[config.mk]
export PLATFORM = sky130hd
export DESIGN_NAME = tab_expander_stop_table
export DESIGN_NICKNAME = d
export VERILOG_FILES = /design/src/design/tabx_pkg.sv /design/src/design/tabx_sub.sv /design/src/design/tabx_seq.sv /design/src/design/tab_expander_stop_table.sv
export SDC_FILE = /design/constraint.sdc
export NUM_CORES = 1
export LEC_CHECK = 0
export ABC_AREA = 1
export BUFFER_PORTS_ARGS = -buffer_cell sky130_fd_sc_hd__buf_2
export CAP_MARGIN = 0
export CORE_MARGIN = 2
export CORE_UTILIZATION = 51
export DETAILED_ROUTE_END_ITERATION = 12
export PLACE_DENSITY_LB_ADDON = 0.05
export SETUP_SLACK_MARGIN = 0.2
export SLEW_MARGIN = 40
export SYNTH_ARGS = -nofsm -noshare
export SYNTH_HDL_FRONTEND = slang
export SYNTH_HIERARCHICAL = 1
export SYNTH_SLANG_ARGS = --single-unit
[constraint.sdc]
create_clock -name clk -period 5.5 [get_ports clk]
set_input_delay 1.65 -clock clk [delete_from_list [all_inputs] [get_ports clk]]
set_output_delay 1.65 -clock clk [all_outputs]
set_load 0.01 [all_outputs]
[src/design/tabx_pkg.sv]
// ----------------------------------------------------------------------------
// tabx_pkg: shared types and constants of the tab expander
// Character codes, register indexes, reset values and the structs that carry
// configuration and results between the sequencer and the top level.
// ----------------------------------------------------------------------------
package tabx_pkg;

  localparam int REG_BITS        = 12;
  localparam int COUNT_BITS      = 12;
  localparam int CHAR_BITS       = 8;
  localparam int STOP_CNT_BITS   = 3;
  localparam int CFG_INDEX_BITS  = 3;
  localparam int IN_TDATA_BITS   = 8;
  localparam int OUT_TDATA_BITS  = 24;

  localparam int NUM_STOPS_DEF   = 4;
  localparam int COLUMN_BITS_DEF = 12;
  localparam int NUM_STOP_REGS   = 4;
  localparam int BASE_GRID       = 4;

  localparam logic [CHAR_BITS-1:0] TAB_CHAR     = 8'd9;
  localparam logic [CHAR_BITS-1:0] NEWLINE_CHAR = 8'd10;
  localparam logic [CHAR_BITS-1:0] SPACE_CHAR   = 8'd32;

  // register indexes on the configuration port
  localparam logic [CFG_INDEX_BITS-1:0] REG_STOP_0       = 3'd0;
  localparam logic [CFG_INDEX_BITS-1:0] REG_STOP_COUNT   = 3'd4;
  localparam logic [CFG_INDEX_BITS-1:0] REG_REPEAT_START = 3'd5;
  localparam logic [CFG_INDEX_BITS-1:0] REG_REPEAT_STEP  = 3'd6;

  localparam logic [REG_BITS-1:0] REPEAT_START_RST = 12'd2000;
  localparam logic [REG_BITS-1:0] REPEAT_STEP_RST  = 12'd4;

  typedef struct packed {
    logic [STOP_CNT_BITS-1:0] stop_count;
    logic [REG_BITS-1:0]      repeat_start;
    logic [REG_BITS-1:0]      repeat_step;
  } cfg_t;

  typedef struct packed {
    logic                     sat;
    logic [COUNT_BITS-1:0]    count;
    logic [CHAR_BITS-1:0]     ch;
  } res_t;

endpackage

[src/design/tabx_sub.sv]
// ----------------------------------------------------------------------------
// tabx_sub: shared subtract and compare unit
// Gives a - b and a borrow flag; the borrow is set when b is above a.
// ----------------------------------------------------------------------------
module tabx_sub #(
  parameter int W = 14
) (
  input  logic [W-1:0] a,
  input  logic [W-1:0] b,
  output logic [W-1:0] diff,
  output logic         borrow
);

  assign {borrow, diff} = {1'b0, a} - {1'b0, b};

endmodule

[src/design/tabx_seq.sv]
// ----------------------------------------------------------------------------
// tabx_seq: tab stop sequencer
// Scans the explicit stops, then works out the grid stop, using one shared
// subtractor for the stop compares and for a bit-serial remainder.
// ----------------------------------------------------------------------------
module tabx_seq #(
  parameter int NUM_STOPS   = tabx_pkg::NUM_STOPS_DEF,
  parameter int COLUMN_BITS = tabx_pkg::COLUMN_BITS_DEF
) (
  input  logic                                         clk,
  input  logic                                         rst,
  input  logic                                         in_valid,
  output logic                                         in_ready,
  input  logic [tabx_pkg::CHAR_BITS-1:0]               in_char,
  input  logic [NUM_STOPS-1:0][tabx_pkg::REG_BITS-1:0] stops,
  input  tabx_pkg::cfg_t                               cfg,
  output logic                                         res_valid,
  output tabx_pkg::res_t                               res,
  input  logic                                         res_take
);

  localparam int CW = COLUMN_BITS;
  localparam int RB = tabx_pkg::REG_BITS;
  localparam int XW = ((CW > RB) ? CW : RB) + 2;
  localparam int IW = (NUM_STOPS > 1) ? $clog2(NUM_STOPS) : 1;
  localparam int NW = $clog2(NUM_STOPS + 1);
  localparam int BW = (CW > 1) ? $clog2(CW) : 1;
  localparam logic [CW-1:0] COL_MAX   = '1;
  localparam logic [XW-1:0] COL_MAX_X = {{(XW-CW){1'b0}}, COL_MAX};

  typedef enum logic [5:0] {
    S_IDLE = 6'b000001,
    S_SCAN = 6'b000010,
    S_GRID = 6'b000100,
    S_DIV  = 6'b001000,
    S_ADJ  = 6'b010000,
    S_FIN  = 6'b100000
  } state_t;

  state_t         state;
  logic           done;
  logic [CW-1:0]  column;
  logic [IW-1:0]  idx;
  logic [RB-1:0]  base;
  logic [XW-1:0]  target;
  logic [CW-1:0]  dq;
  logic [RB-1:0]  rem;
  logic [BW-1:0]  cnt;

  logic [NW-1:0]  n_eff;
  logic [XW-1:0]  cur_x, base_x, rs_x, step_x, stop_x;
  logic [XW-1:0]  off4, grid4, t_rep, rep_dist, tgt_clamp, cnt_diff;
  logic [1:0]     rep_off;
  logic [XW-1:0]  sub_a, sub_b, sub_diff;
  logic           sub_borrow;
  logic [RB:0]    shifted;

  assign n_eff = (32'(cfg.stop_count) > NUM_STOPS) ? NW'(NUM_STOPS) : NW'(cfg.stop_count);

  assign cur_x  = XW'(column);
  assign base_x = XW'(base);
  assign rs_x   = XW'(cfg.repeat_start);
  assign step_x = (cfg.repeat_step == '0) ? XW'(1) : XW'(cfg.repeat_step);
  assign stop_x = XW'(stops[idx]);

  // width-4 grid counted from the base, strictly above the column
  assign off4  = cur_x - base_x;
  assign grid4 = (base_x > cur_x) ? base_x
               : cur_x - XW'(off4[1:0]) + XW'(tabx_pkg::BASE_GRID);

  // first width-4 grid point at or above the repeat start
  assign rep_off  = base[1:0] - cfg.repeat_start[1:0];
  assign t_rep    = (base_x < rs_x) ? rs_x + XW'(rep_off) : base_x;
  assign rep_dist = cur_x - t_rep;

  assign tgt_clamp = (target > COL_MAX_X) ? COL_MAX_X : target;
  assign cnt_diff  = tgt_clamp - cur_x;

  assign shifted = {rem, dq[CW-1]};

  always_comb begin
    sub_a = cur_x;
    sub_b = stop_x;
    if (state == S_DIV) begin
      sub_a = XW'(shifted);
      sub_b = step_x;
    end
  end

  tabx_sub #(.W(XW)) u_sub (
    .a      (sub_a),
    .b      (sub_b),
    .diff   (sub_diff),
    .borrow (sub_borrow)
  );

  assign in_ready  = (state == S_IDLE) && !done;
  assign res_valid = done;

  always_ff @(posedge clk) begin
    if (rst) begin
      state  <= S_IDLE;
      done   <= 1'b0;
      column <= '0;
    end else begin
      case (state)
        S_IDLE: begin
          if (done) begin
            if (res_take) begin
              done <= 1'b0;
            end
          end else if (in_valid) begin
            res.ch    <= in_char;
            res.count <= tabx_pkg::COUNT_BITS'(1);
            res.sat   <= 1'b0;
            if (in_char == tabx_pkg::TAB_CHAR) begin
              idx  <= '0;
              base <= '0;
              state <= (n_eff == '0) ? S_GRID : S_SCAN;
            end else if (in_char == tabx_pkg::NEWLINE_CHAR) begin
              column <= '0;
              done   <= 1'b1;
            end else begin
              if (column == COL_MAX) begin
                res.sat <= 1'b1;
              end else begin
                column <= column + CW'(1);
              end
              done <= 1'b1;
            end
          end
        end
        S_SCAN: begin
          if (sub_borrow) begin
            target <= stop_x;
            state  <= S_FIN;
          end else if (NW'(idx) == n_eff - NW'(1)) begin
            base  <= stops[idx];
            state <= S_GRID;
          end else begin
            idx <= idx + IW'(1);
          end
        end
        S_GRID: begin
          if (cur_x < rs_x) begin
            target <= grid4;
            state  <= S_FIN;
          end else if (t_rep > cur_x) begin
            target <= t_rep;
            state  <= S_FIN;
          end else begin
            dq    <= rep_dist[CW-1:0];
            rem   <= '0;
            cnt   <= BW'(CW - 1);
            state <= S_DIV;
          end
        end
        S_DIV: begin
          // one remainder bit per cycle
          rem <= sub_borrow ? shifted[RB-1:0] : sub_diff[RB-1:0];
          dq  <= dq << 1;
          cnt <= cnt - BW'(1);
          if (cnt == '0) begin
            state <= S_ADJ;
          end
        end
        S_ADJ: begin
          target <= cur_x - XW'(rem) + step_x;
          state  <= S_FIN;
        end
        S_FIN: begin
          res.ch    <= tabx_pkg::SPACE_CHAR;
          res.count <= cnt_diff[tabx_pkg::COUNT_BITS-1:0];
          res.sat   <= (target > COL_MAX_X);
          column    <= tgt_clamp[CW-1:0];
          done      <= 1'b1;
          state     <= S_IDLE;
        end
        default: begin
          state <= S_IDLE;
        end
      endcase
    end
  end

endmodule

[src/design/tab_expander_stop_table.sv]
// ----------------------------------------------------------------------------
// tab_expander_stop_table: tab expander with explicit and grid tab stops
// Expands each tab byte into a count of spaces up to the next tab stop.
// ----------------------------------------------------------------------------
// Usage:
//   Text bytes enter on the s_axis channel, one byte per item. Each byte
//   gives exactly one item on m_axis: the byte to emit, how many times to
//   emit it in a row, and a flag set when the column clamped at its maximum.
//   A tab turns into spaces; a newline passes and returns the column to 0.
//   Flow: a plain byte sets the sequencer's done flag, which loads the output
//   register and so raises m_axis_tvalid; the next byte is taken only once
//   that result has left the sequencer. A tab walks the explicit stops one
//   per cycle, then for the repeating grid runs a bit-serial remainder, one
//   bit of the column per cycle, through the shared subtractor.
//   The output register holds a finished item while m_axis_tready is low; the
//   sequencer then parks its next result and stops taking bytes until the
//   register frees up. Nothing is dropped.
//   Configuration must go through cfg_we/cfg_index/cfg_data while the block is
//   idle; the block does not enforce this. Reset (rst, synchronous) clears the
//   column, stop list and count, and sets repeat start 2000 and step 4.
// ----------------------------------------------------------------------------
module tab_expander_stop_table #(
  parameter int NUM_STOPS   = tabx_pkg::NUM_STOPS_DEF,
  parameter int COLUMN_BITS = tabx_pkg::COLUMN_BITS_DEF
) (
  input  logic                                   clk,
  input  logic                                   rst,
  // input byte stream
  input  logic                                   s_axis_tvalid,
  output logic                                   s_axis_tready,
  input  logic [tabx_pkg::IN_TDATA_BITS-1:0]     s_axis_tdata,   // [7:0] in_char
  // output stream
  output logic                                   m_axis_tvalid,
  input  logic                                   m_axis_tready,
  // [7:0] out_char, [19:8] out_count, [20] column_saturated, [23:21] zero
  output logic [tabx_pkg::OUT_TDATA_BITS-1:0]    m_axis_tdata,
  // configuration writes
  input  logic                                   cfg_we,
  input  logic [tabx_pkg::CFG_INDEX_BITS-1:0]    cfg_index,
  input  logic [tabx_pkg::REG_BITS-1:0]          cfg_data
);

  localparam int PAD_BITS = tabx_pkg::OUT_TDATA_BITS - $bits(tabx_pkg::res_t);

  logic [NUM_STOPS-1:0][tabx_pkg::REG_BITS-1:0] stops;
  tabx_pkg::cfg_t cfg;
  tabx_pkg::res_t res;
  logic           res_valid;
  logic           res_take;

  // Configuration registers. Only the stop registers below NUM_STOPS exist;
  // writes to stop indexes past them are dropped, as are unknown indexes.
  always_ff @(posedge clk) begin
    if (rst) begin
      stops            <= '0;
      cfg.stop_count   <= '0;
      cfg.repeat_start <= tabx_pkg::REPEAT_START_RST;
      cfg.repeat_step  <= tabx_pkg::REPEAT_STEP_RST;
    end else if (cfg_we) begin
      for (int i = 0; i < NUM_STOPS; i++) begin
        if (i < tabx_pkg::NUM_STOP_REGS) begin
          if (cfg_index == tabx_pkg::REG_STOP_0 + tabx_pkg::CFG_INDEX_BITS'(i)) begin
            stops[i] <= cfg_data;
          end
        end
      end
      case (cfg_index)
        tabx_pkg::REG_STOP_COUNT: begin
          cfg.stop_count <= cfg_data[tabx_pkg::STOP_CNT_BITS-1:0];
        end
        tabx_pkg::REG_REPEAT_START: begin
          cfg.repeat_start <= cfg_data;
        end
        tabx_pkg::REG_REPEAT_STEP: begin
          cfg.repeat_step <= cfg_data;
        end
        default: begin
        end
      endcase
    end
  end

  // Sequencer: holds the column and works out one result per byte.
  tabx_seq #(
    .NUM_STOPS   (NUM_STOPS),
    .COLUMN_BITS (COLUMN_BITS)
  ) u_seq (
    .clk       (clk),
    .rst       (rst),
    .in_valid  (s_axis_tvalid),
    .in_ready  (s_axis_tready),
    .in_char   (s_axis_tdata[tabx_pkg::CHAR_BITS-1:0]),
    .stops     (stops),
    .cfg       (cfg),
    .res_valid (res_valid),
    .res       (res),
    .res_take  (res_take)
  );

  // Output register: load when empty or being drained this cycle.
  assign res_take = res_valid && (!m_axis_tvalid || m_axis_tready);

  always_ff @(posedge clk) begin
    if (rst) begin
      m_axis_tvalid <= 1'b0;
    end else if (res_take) begin
      m_axis_tvalid <= 1'b1;
    end else if (m_axis_tready) begin
      m_axis_tvalid <= 1'b0;
    end
  end

  always_ff @(posedge clk) begin
    if (res_take) begin
      m_axis_tdata <= {{PAD_BITS{1'b0}}, res};
    end
  end

  // An accepted byte keeps the sequencer busy, so s_axis_tready is low in the cycle after the accept.
  assert property (@(posedge clk) disable iff (rst)
    (s_axis_tvalid && s_axis_tready) |=> !s_axis_tready)
    else $error("input accepted twice in a row");

  // A zero count only comes from a tab that hit the column maximum.
  assert property (@(posedge clk) disable iff (rst)
    (m_axis_tvalid && (m_axis_tdata[19:8] == '0)) |-> m_axis_tdata[20])
    else $error("zero count without saturation");

  // Anything but an expanded tab goes out exactly once.
  assert property (@(posedge clk) disable iff (rst)
    (m_axis_tvalid && (m_axis_tdata[7:0] != tabx_pkg::SPACE_CHAR))
      |-> (m_axis_tdata[19:8] == 12'd1))
    else $error("plain byte with count other than one");

endmodule
Word level (Yosys, flattened, before mapping)
Cells that the tools add are included.
{"block": "op_classes", "n_mux": 64, "n_addsub": 14, "order_cmp": 7, "reduce_logical": 28, "n_eq_ne": 30, "n_bitwise": 1}
{"cell": "$mux 12", "count": 18}
{"cell": "$pmux 12 s2", "count": 4}
{"cell": "$mux 14", "count": 5}
{"cell": "$mux 6", "count": 8}
{"cell": "$mux 21", "count": 2}
{"cell": "$pmux 14 s3", "count": 1}
{"cell": "$pmux 21 s2", "count": 1}
{"cell": "$pmux 6 s5", "count": 1}
{"cell": "$mux 13", "count": 2}
{"cell": "$bmux 12 s2", "count": 1}
{"cell": "$lt 12x12->1", "count": 2}
{"cell": "$sub 12x12->12", "count": 2}
{"cell": "$ne 2x2->1 const B", "count": 9}
{"cell": "$eq 8x4->1 const B", "count": 2}
{"cell": "$sub 13x14->15", "count": 1}
{"cell": "$add 14x14->14", "count": 1}
{"cell": "$add 14x3->14 const B", "count": 1}
{"cell": "$gt 14x12->1", "count": 1}
{"cell": "$gt 14x12->1 const B", "count": 1}
{"cell": "$reduce_and 2->1", "count": 7}
{"cell": "$reduce_and 7->1", "count": 2}
{"cell": "$add 12x2->13", "count": 1}
{"cell": "$sub 12x12->13", "count": 1}
{"cell": "$sub 12x2->13", "count": 1}
{"cell": "other kinds (40)", "count": 69}
{"block": "totals", "out_inout_bits": 26, "word_cells": 165, "in_bits": 28, "ff_bits": 193}

Longest topological paths before layout
{"block": "logic_depth", "depth_word": 8, "depth_mapped": 27, "mapped_depth_nobuf": 26}

Hierarchy
The synthesis kept the hierarchy.
{"module": "tabx_seq", "cells_per_inst": 1379, "instances": 1, "seq_area_each_um2": 2692.6, "area_each_um2": 9775.6}
{"module": "tab_expander_stop_table", "cells_per_inst": 462, "instances": 1, "seq_area_each_um2": 2152.1, "area_each_um2": 3716.1}
{"module": "tabx_sub", "cells_per_inst": 172, "instances": 1, "seq_area_each_um2": 0.0, "area_each_um2": 914.6}

Least setup slack after synthesis
OpenSTA, ideal clock, no wires.
{"block": "synth_path", "path_kind": "reg2reg", "from": "register u_seq.base[0]", "to": "register u_seq.cnt[0] (enable)", "path_stages_with_launch": 20, "t_required_ns": 5.077, "t_arrival_ns": 4.548, "period_less_slack_ns": 4.970, "n_path_buf": 0, "setup_ns": 0.423, "setup_slack_ns": 0.530, "path_cell_list": "edfxtp_1 -> inv_1 -> ha_1 -> fa_1 -> inv_1 -> ha_1 -> nand2_1 -> nor2_1 -> nand3_1 -> a21oi_1 -> xor2_1 -> nand2_1 -> o21ai_0 -> inv_1 -> ha_1 -> nand4_1 -> or4_1 -> nand2_1 -> nand2_1 -> a21oi_1"}
{"block": "synth_via", "elab_chain_len": 6, "elab_cells_between_ends": 7, "classes_between": "add/sub: 2; order compare: 2; eq/ne: 1; mux: 1; reduce/logical: 1"}
{"item": "from (decl)", "line_no": "tabx_seq.sv:44", "text": "logic [RB-1:0] base;"}
{"item": "from (signal assigned)", "line_no": "tabx_seq.sv:138", "text": "base <= stops[idx];"}
{"item": "$sub 2x2->2", "line_no": "tabx_seq.sv:72", "text": "assign rep_off = base[1:0] - cfg.repeat_start[1:0];"}
{"item": "$add 12x2->13", "line_no": "tabx_seq.sv:73", "text": "assign t_rep = (base_x < rs_x) ? rs_x + XW'(rep_off) : base_x;"}
{"item": "$mux 13 (*)", "line_no": "tabx_seq.sv:73"}
{"item": "$gt 14x12->1 (*)", "line_no": "tabx_seq.sv:148", "text": "end else if (t_rep > cur_x) begin"}
{"item": "$ne 2x2->1 (no line) (*)"}
{"item": "$reduce_and 4->1 (no line) (*)"}
{"item": "to (signal assigned)", "line_no": "tabx_seq.sv:154", "text": "cnt <= BW'(CW - 1);"}
{"item": "to (signal assigned)", "line_no": "tabx_seq.sv:162", "text": "cnt <= cnt - BW'(1);"}
{"item": "to (decl)", "line_no": "tabx_seq.sv:48", "text": "logic [BW-1:0] cnt;"}
Every way passes the cells marked *; elsewhere a longest branch is shown, timed or not.
A chain may end at the register's enable or synchronous reset.

Worst setup path after layout
{"block": "layout_path", "from": "register u_seq.base[0]", "to": "register u_seq.target[4] (enable)"}
{"block": "layout_via", "elab_chain_len": 6, "elab_cells_between_ends": 7, "classes_between": "add/sub: 2; order compare: 2; eq/ne: 1; mux: 1; reduce/logical: 1"}
{"item": "$sub 2x2->2", "line_no": "tabx_seq.sv:72"}
{"item": "$add 12x2->13", "line_no": "tabx_seq.sv:73"}
{"item": "$mux 13 (*)", "line_no": "tabx_seq.sv:73"}
{"item": "$gt 14x12->1 (*)", "line_no": "tabx_seq.sv:148"}
{"item": "$ne 3x1->1 (no line) (*)"}
{"item": "$reduce_and 4->1 (no line) (*)"}
{"item": "to (signal assigned)", "line_no": "tabx_seq.sv:146", "text": "target <= grid4;"}
{"item": "to (signal assigned)", "line_no": "tabx_seq.sv:149", "text": "target <= t_rep;"}
{"item": "to (signal assigned)", "line_no": "tabx_seq.sv:168", "text": "target <= cur_x - XW'(rem) + step_x;"}
{"item": "to (decl)", "line_no": "tabx_seq.sv:45", "text": "logic [XW-1:0] target;"}
Marks and branches as above.

==> flow_summary.json <==
{
  "status": "complete, no violations",
  "grt_pass1_wl_microns": 68100,
  "drt_pass1_iterations": 6,
  "crit_path_end_kind": "register",
  "cts-resized-gates": 0,
  "fill_cells": 2750,
  "leakage_nw": 7.05,
  "drc": 0,
  "ant_nets": 0,
  "arrival_ns": 4.54,
  "postCtsSetupBuffers": 0,
  "rr_endpoint": "u_seq/target[4]",
  "via_per_inst": 5.43,
  "num_vias": 13000,
  "met2_length_microns": 21400,
  "m1WireLength_microns": 19100,
  "crit_path_end": "u_seq/target[4]",
  "p_int_w": 0.00259,
  "timing.final.ws_setup_ns": 1.06,
  "die_area_sq_um": 29400,
  "cp_top_family": "simple AND/OR/NAND/NOR gates",
  "pin_count": 54,
  "switchingPower_w": 0.00124,
  "cts_root_buf": "clkbuf_16",
  "dr_wl_met3_microns": 2230,
  "fmax_ghz": 0.225,
  "yosys_warnings": 6,
  "startpoint_type": "register",
  "dr.max_layer_used": "met4",
  "initialDrtViolationCount": 1241,
  "period_minus_slack_ns": 4.44,
  "coreArea_sq_um": 27700,
  "rsz0062_at_grt": "false",
  "finalCritPeriodShare_pct": 80.8,
  "power_density_nw_per_um2": 248,
  "hold_viol": 0,
  "clk_latency_ns": 0.46,
  "r2r_start": "u_seq/base[0]",
  "cp_slowest_stage_delay_ns": 0.53,
  "path_max_fanout": 14,
  "die_x_microns": 171,
  "grt_start_max_net_pins": 49,
  "min_path_type": "register to register",
  "netlist_instances": 1988,
  "cp_slowest_cell": "fa_1",
  "worst-path-stages": 26,
  "startpoint": "u_seq/base[0]",
  "syn2layout_area_growth_pct": 8.01,
  "initial_core_util_pct": 51.6,
  "grt_pass1_vias": 12100,
  "fin_setup_tns_ns": 0,
  "cts_tree": "done",
  "crit_top_cell": "nand2_1",
  "tightest_slew_ns": 0.815,
  "share_comb_of_total_power_pct": 24.3,
  "dpl.hpwl_microns": 33700,
  "cp_data_required_time_ns": 5.60,
  "stdcell_area_sq_um": 15400,
  "clkSlewWorstSetupHoldPaths_ns": 0.07,
  "place_ws_ns": 1.09,
  "maxSlewHeadroom_pct": 45.6,
  "clock_sinks": 193,
  "final_layout_size_suffix_gt1_share_pct": 10.6,
  "wirelength_microns": 44100,
  "antennaDiodeCount": 0,
  "dpl_cell_area_sq_um": 14800,
  "clockBufferDepth": 2,
  "setup-violations-final": 0,
  "ctsHtreeMaxLevel": 4,
  "pwr-share-clk_pct": 34.1,
  "critical_path_class": "register to register",
  "fin_nets": 2159,
  "grt_usage_pct": 30.7,
  "num_rows": 61,
  "switching_share_pct": 32.3,
  "max_cap_violations": 0,
  "cts_buffers": 17,
  "fin_util_pct": 55.7,
  "ir_worst_vdd_v": 0.000205,
  "drv_slew": 0,
  "wl_per_cell_microns": 18.4,
  "gr-total-overflow": 0,
  "ff2ff_path_depth": 26,
  "place.gp.congestion": 0.923,
  "p_seq_share_pct": 41.7,
  "r2r_setup_slack_ns": 1.06,
  "fin_worst_skew_ns": 0.0141,
  "syn_area_sq_um": 14300,
  "path_buf_inv": 4,
  "io_buffers": 50,
  "postCtsHoldBufs": 0,
  "dieHeight_microns": 171,
  "avgSynthCellArea_sq_um": 7.19,
  "grt_antenna_before_repair": 0
}
## placed cells by master (no fill, tap or decap), drive strengths merged, types with 7 or more instances in the layout
master / n
o211ai: 8
a21oi: 112
xor2: 30
buf: 76
nor2: 287
nand2: 512
edfxtp: 98
inv: 235
fa: 9
xnor2: 15
nand3: 171
nor4: 7
o21bai: 7
clkbuf: 23
ha: 114
dfxtp: 95
nor3: 18
o21ai: 98
o21a: 11
clkinv: 7
nand4: 22
or2: 17
## metal layers
| metal | GRT usage, % | vias to the layer above |
|---|---|---|
| met1 | 39.8 | 6030 |
| met5 | 0 | - |
| li1 | - | 6521 |
| met3 | 3.93 | 81 |
| met2 | 52.6 | 389 |
| met4 | 11.0 | 0 |
## area by class of cell
type / count / area [sq um] / share of cell area, %
Clock buffer: 23 / 489 / 3.17
Timing Repair Buffer: 76 / 445 / 2.88
Sequential cell: 193 / 4840 / 31.4
Inverter: 237 / 892 / 5.78
Tap cell: 378 / 473 / 3.06
Clock inverter: 9 / 116 / 0.754
Multi-Input combinational cell: 1483 / 8180 / 53.0
## flip-flops by register name, summed over array words and instances, names as in the netlist
name and flops:
cfg 27, m_axis_tdata 21, m_axis_tvalid 1, stops 48, u_seq/base 12, u_seq/cnt 4, u_seq/column 12, u_seq/dq 12
u_seq/idx 2, u_seq/rem 12, u_seq/res 21, u_seq/res_valid 1, u_seq/state 6, u_seq/target 14
## worst min path at each step
stage / startpoint / to / cells after the start
3_5_place_dp: u_seq/res[7] / m_axis_tdata[7] / 0
5_1_grt: u_seq/res[19] / m_axis_tdata[19] / 0
3_3_place_gp: u_seq/res[6] / m_axis_tdata[6] / 0
4_1_cts: u_seq/res[7] / m_axis_tdata[7] / 0
6_report: u_seq/res[7] / m_axis_tdata[7] / 0
2_1_floorplan: u_seq/res[0] / m_axis_tdata[0] / 0
## per-stage QoR
step	hold WS (ns)	cells	total power, W
finish	0.421	2399	0.00383
global route	0.427	2399	0.00402
CTS	0.422	2398	0.00384
detailed placement	0.405	2366	0.00254
global placement	0.401	2366	0.00254
floorplan	0.400	1992	0.00229
## power groups by stage
stage	combinational (W)	clock, W	sequential [W]
after CTS	0.000920	0.00133	0.00159
after global placement	0.000909	0	0.00163
after global routing	0.00104	0.00138	0.00160
after detailed placement	0.000915	0	0.00163
final	0.000929	0.00131	0.00160
after floorplan	0.000671	0	0.00162
No activity file was read; power rests on OpenSTA's default activity.
